$ cat config.mk
export PLATFORM = sky130hd
export DESIGN_NAME = bsbda_queue
export DESIGN_NICKNAME = d
export VERILOG_FILES = /design/src/sv/bsbda_pkg.sv /design/src/sv/bsbda_queue.sv
export SDC_FILE = /design/constraint.sdc
export NUM_CORES = 1
export LEC_CHECK = 0
export ABC_CLOCK_PERIOD_IN_PS = 44000
export BUFFER_PORTS_ARGS = -buffer_cell sky130_fd_sc_hd__buf_2
export CAP_MARGIN = 10
export CORE_AREA = 2 2 432 434
export CTS_BUF_LIST = sky130_fd_sc_hd__clkbuf_4 sky130_fd_sc_hd__clkbuf_8
export CTS_CLUSTER_SIZE = 14
export DETAILED_ROUTE_END_ITERATION = 16
export DIE_AREA = 0 0 434 436
export PLACE_DENSITY = 0.43
export SYNTH_ARGS = -nofsm -noshare
export SYNTH_HDL_FRONTEND = slang
export SYNTH_SLANG_ARGS = --single-unit
export TNS_END_PERCENT = 5
$ cat constraint.sdc
create_clock -name aclk -period 44 [get_ports aclk]
set_input_delay 11 -clock aclk [delete_from_list [all_inputs] [get_ports aclk]]
set_output_delay 11 -clock aclk [all_outputs]
set_load 0.05 [all_outputs]
$ cat src/sv/bsbda_pkg.sv
// ----------------------------------------------------------------------------
// bsbda_pkg
// Shared types and constants of the bitmap-sparse bf16 dot accumulator.
// ----------------------------------------------------------------------------
package bsbda_pkg;

    localparam int unsigned LANES    = 16;
    localparam int unsigned SLOTS    = 32;
    localparam int unsigned ROW_W    = LANES * 32;
    localparam int unsigned GRP_W    = 5;
    localparam int unsigned PACKED_W = 64;

    typedef enum logic {
        CMD_MAC  = 1'b0,
        CMD_EMIT = 1'b1
    } cmd_t;

    // One classified request as it travels from front to back.
    typedef struct packed {
        cmd_t                   cmd;
        logic [GRP_W-1:0]       grp;
        logic                   oob;
        logic [15:0]            a0;
        logic [15:0]            a1;
        logic [SLOTS-1:0][15:0] w;
    } req_t;

endpackage

$ cat src/sv/bsbda_queue.sv
// ----------------------------------------------------------------------------
// bsbda_queue
// Two-entry request queue between front and back.
// ----------------------------------------------------------------------------
module bsbda_queue
    import bsbda_pkg::*;
(
    input  logic aclk,
    input  logic aresetn,
    input  logic push,
    input  req_t push_req,
    output logic full,
    input  logic pop,
    output logic head_valid,
    output req_t head_req
);

    req_t       ent_reg [2];
    logic       wr_ptr_reg;
    logic       rd_ptr_reg;
    logic [1:0] cnt_reg;
    logic [1:0] cnt_next;

    assign full       = (cnt_reg == 2'd2);
    assign head_valid = (cnt_reg != 2'd0);
    assign head_req   = ent_reg[rd_ptr_reg];

    always_comb begin
        cnt_next = cnt_reg;
        if (push && !(pop && head_valid)) begin
            cnt_next = cnt_reg + 2'd1;
        end else if (!push && pop && head_valid) begin
            cnt_next = cnt_reg - 2'd1;
        end
    end

    always_ff @(posedge aclk) begin
        if (!aresetn) begin
            wr_ptr_reg <= 1'b0;
            rd_ptr_reg <= 1'b0;
            cnt_reg    <= 2'd0;
        end else begin
            cnt_reg <= cnt_next;
            if (push) begin
                wr_ptr_reg <= !wr_ptr_reg;
            end
            if (pop && head_valid) begin
                rd_ptr_reg <= !rd_ptr_reg;
            end
        end
        if (push) begin
            ent_reg[wr_ptr_reg] <= push_req;
        end
    end

endmodule

======== After elaboration in Yosys (flattened, before gate mapping) ========
Memory sizes are Yosys's and may differ from the RTL's. A register that Yosys moved wholly into a read port is not among the register bits.
Cells that the tools add are included.
W data, S select, Z words.
storage, ports and cells
  register bits ........................... 4
  bits in writable memories ............... 1102
  input bits .............................. 555
  output and inout bits ................... 553
  logic and storage cells ................. 23
  memories ................................ 1
memories
  memory   words  width  read ports  clocked after memory_dff  wr ports  RTL line           RTL
  ent_reg  2      551    1           1                         1         bsbda_queue.sv:18  req_t ent_reg [2];
cells by class
  add/subtract/negate cells ............... 2
  eq/ne operators ......................... 1
  muxes and demuxes ....................... 6
  reductions and logical operators ........ 10
operator list
  operator               count
  $logic_and A1 B1 Y1    4
  $logic_not A1 Y1       4
  $mux W1                4
  $mux W2                2
  $reduce_bool A2 Y1     2
  $add A2 B1 Y2 const B  1
  $eq A2 B2 Y1 const B   1
  $sub A2 B1 Y2 const B  1

======== Longest topological paths before layout ========
  depth in word-level cells ............... 5
  mapped depth ............................ 4
  depth with buffers taken out ............ 3

======== Worst setup path before layout ========
OpenSTA, ideal clock, no wires.
  path type ............................... input-to-reg
  from .................................... input port push
  to ...................................... register wr_ptr_reg
  library setup time ...................... 0.168 ns
  arrival ................................. 36.259 ns
  required time ........................... 43.832 ns
  setup slack ............................. 7.572 ns
  stages on the path ...................... 2
  buffers on the path ..................... 0
  cells stage by stage .................... nor2b_1 -> o21a_1
RTL lines
  element               RTL line           RTL
  from (decl)           bsbda_queue.sv:10  input logic push,
  to (signal assigned)  bsbda_queue.sv:45  wr_ptr_reg <= !wr_ptr_reg;
  to (decl)             bsbda_queue.sv:19  logic wr_ptr_reg;

==> results.sh <==
export IMPL_critPathMostFrequentCell="buf_4"
export IMPL_synth_cells=1739
export IMPL_ioPinCount=1108
export IMPL_cts_tree="done"
export IMPL_synth_commonest_cells="edfxtp_1 (1102), mux2_1 (200), mux2_4 (190)"
export IMPL_crit_buf_inv=4
export IMPL_cpPeakStageDelay_ps=970
export IMPL_syn_cell_area_mm2=0.04087
export IMPL_clock_sinks=1107
export IMPL_die_area_mm2=0.1892
export IMPL_dr_pass1_iters=5
export IMPL_powerDensity_mw_per_mm2=48.29
export IMPL_startpoint_type="register"
export IMPL_fin_crit_ps=16230
export IMPL_cp_max_fo=131
export IMPL_worstHoldStart="rd_ptr_reg"
export IMPL_dpl_hpwl_um=85950
export IMPL_dp_slack_ps=28410
export IMPL_clock_latency_ps=930
export IMPL_grtUsageTotal_pct=12.20
export IMPL_overflow=0
export IMPL_synthArstFlopShare_pct=0
export IMPL_clk_pin_slew_worst_paths_ps=60
export IMPL_period_share_pct=36.89
export IMPL_cts_resized=0
export IMPL_cts_hold_buffers=0
export IMPL_ant_nets=0
export IMPL_h_tree_depth=4
export IMPL_finalMaxSlewViolations=0
export IMPL_drt_iter0_drc=932
export IMPL_worstMarginPinSlew_ps=1093
export IMPL_fp_row_count=158
export IMPL_whs_ps=574.5
export IMPL_core_region_area_mm2=0.1846
export IMPL_largest_reg_flops=1102
export IMPL_wl_per_cell_um=21.18
export IMPL_path_class="register to output pin"
export IMPL_skew_ps=43.76
export IMPL_hold_viol_final=0
export IMPL_syn_num_nets=2294
export IMPL_num_vias=21510
export IMPL_area_growth_syn_to_layout_pct=29.64
export IMPL_start_util_pct=22.14
export IMPL_ys_flop_type="edfxtp_1"
export IMPL_leakagePower_nw=19.66
export IMPL_nNetsFinal=3556
export IMPL_post_route_drc_count=0
export IMPL_grt_max_degree=136
export IMPL_peakVddDrop_mv=0.02547
export IMPL_final_instance_count_excl_fill=5652
export IMPL_status="finished, final reports clean"
export IMPL_synth_edf_count=1102
export IMPL_yosysMostFrequentCell="edfxtp_1"
export IMPL_r2r_start="wr_ptr_reg"
export IMPL_slowest_stage="dfxtp_4"
export IMPL_die_h_um=436
export IMPL_clockBufferDepth=3
export IMPL_post_cts_setup_buffers=0
export IMPL_finalWorstSetupSlack_ps=27770
export IMPL_maxCapViolCount=0
export IMPL_grt_pass1_wl_um=164500
export IMPL_setup_viol=0
export IMPL_ys_ff_latch=1107
export IMPL_fmax_mhz=61.60
export IMPL_drive_gt1_share_pct=56.60
export IMPL_first_global_vias=22610
export IMPL_path_cells="buf_12 -> buf_4 -> buf_4 -> mux2_1 -> buf_2"
export IMPL_end_kind="output pin"
export IMPL_avgSynthCellArea_um2=23.50
export IMPL_slew_headroom_pct=27.11
export IMPL_vias_per_cell=3.806
export IMPL_worstPathArrival_ps=5230
export IMPL_power_total_mw=2.559
export IMPL_hold_class="register to register"
export IMPL_synth_largest_area_cell="edfxtp_1"
export IMPL_ys_warnings_count=0
export IMPL_finalWeightedCongestion=0.8245
export IMPL_netlist_top_cells_area="edfxtp_1 (81%), mux2_4 (7.0%), mux2_1 (5.5%)"
export IMPL_fin_tns_setup_ps=0
export IMPL_synth_seq_area_share_pct=81.21
export IMPL_rsz0062_at_grt="false"
export IMPL_drt_wl_total_um=119700
export IMPL_port_buffers=1107
export IMPL_fillers=18730
export IMPL_synth_cell_types=22
export IMPL_path_delay_family="buffers and inverters"
export IMPL_dp_cells=5288
export IMPL_yosysTopAreaCellShare_pct=80.96
export IMPL_root_buffer="clkbuf_8"
export IMPL_worst_endpoint_required_ps=33000
export IMPL_die_x_um=434
export IMPL_cts_buffers=191
export IMPL_antenna_found_initial=72
-- report_power, final --
group          internal (mW)  total (mW)  switching (mW)
Sequential              1.22        1.24          0.0147
Clock                  0.509       0.938           0.428
Combinational          0.104       0.384           0.280
Total                   1.84        2.56           0.723
-- worst paths after layout --
| kind | to | slack, ps | cells after the start |
|---|---|---|---|
| setup / recovery | head_req[256] | 27770 | 5 |
| hold / removal | register | 570 | 2 |
| setup reg to reg | ent_reg[1][505] | 39290 | 5 |
| hold reg to reg | register | 570 | 2 |
-- worst register-to-register path: cells and delay by family (launching register included) --
family                 cells  cell delay, ps
flip-flops                 1             390
AND/OR/NAND/NOR            1             630
buffers and inverters      4            3240
-- kinds of logic (layout without fill, tap and decap cells) --
| group | Yosys count | count (layout) | synth area share (%) |
|---|---|---|---|
| XOR/XNOR | 1 | 1 | 0.02143 |
| flip-flops | 1107 | 1107 | 81.21 |
| other | 0 | 22 | 0 |
| multiplexers | 552 | 552 | 16.95 |
| buffers and inverters | 61 | 1472 | 1.555 |
| AO/OA/AOI/OAI | 5 | 5 | 0.07347 |
| AND/OR/NAND/NOR | 13 | 13 | 0.1928 |
-- cell type report --
type | count | area, µm² | area share, %
timing repair buffer | 1130 | 5763 | 10.88
clock buffer | 263 | 3207 | 6.052
clock inverter | 79 | 609.3 | 1.150
antenna | 22 | 55.05 | 0.1039
sequential | 1107 | 33200 | 62.65
tap | 2480 | 3103 | 5.856
multi-input combinational | 571 | 7056 | 13.32
-- metrics by stage --
| stage | util [%] | area (µm²) |
|---|---|---|
| after floorplan | - | 40870 |
| after global placement | 26.60 | 49120 |
| after detailed placement | 26.60 | 49120 |
| after CTS | 28.67 | 52930 |
| after global routing | 28.69 | 52980 |
| final | 28.70 | 52990 |
-- cell usage in the layout (no fill, tap or decap), drive strengths merged, types with 3 or more instances in the layout --
cell type,count
bufinv,6
buf,1130
clkbuf,263
edfxtp,1102
nor2b,4
clkinvlp,3
mux2,551
and2,3
clkinv,61
dfxtp,5
diode,22
inv,9
-- layer usage --
| layer | routed length, µm | global-route usage, % | vias to the layer above |
|---|---|---|---|
| met5 | 346 | 0 | - |
| met4 | 4167 | 5.136 | 56 |
| met3 | 11200 | 5.376 | 298 |
| met2 | 61610 | 21.54 | 842 |
| met1 | 42380 | 12.41 | 10740 |
| li1 | - | - | 9578 |
Note: power is estimated with default switching activity, not from simulation.
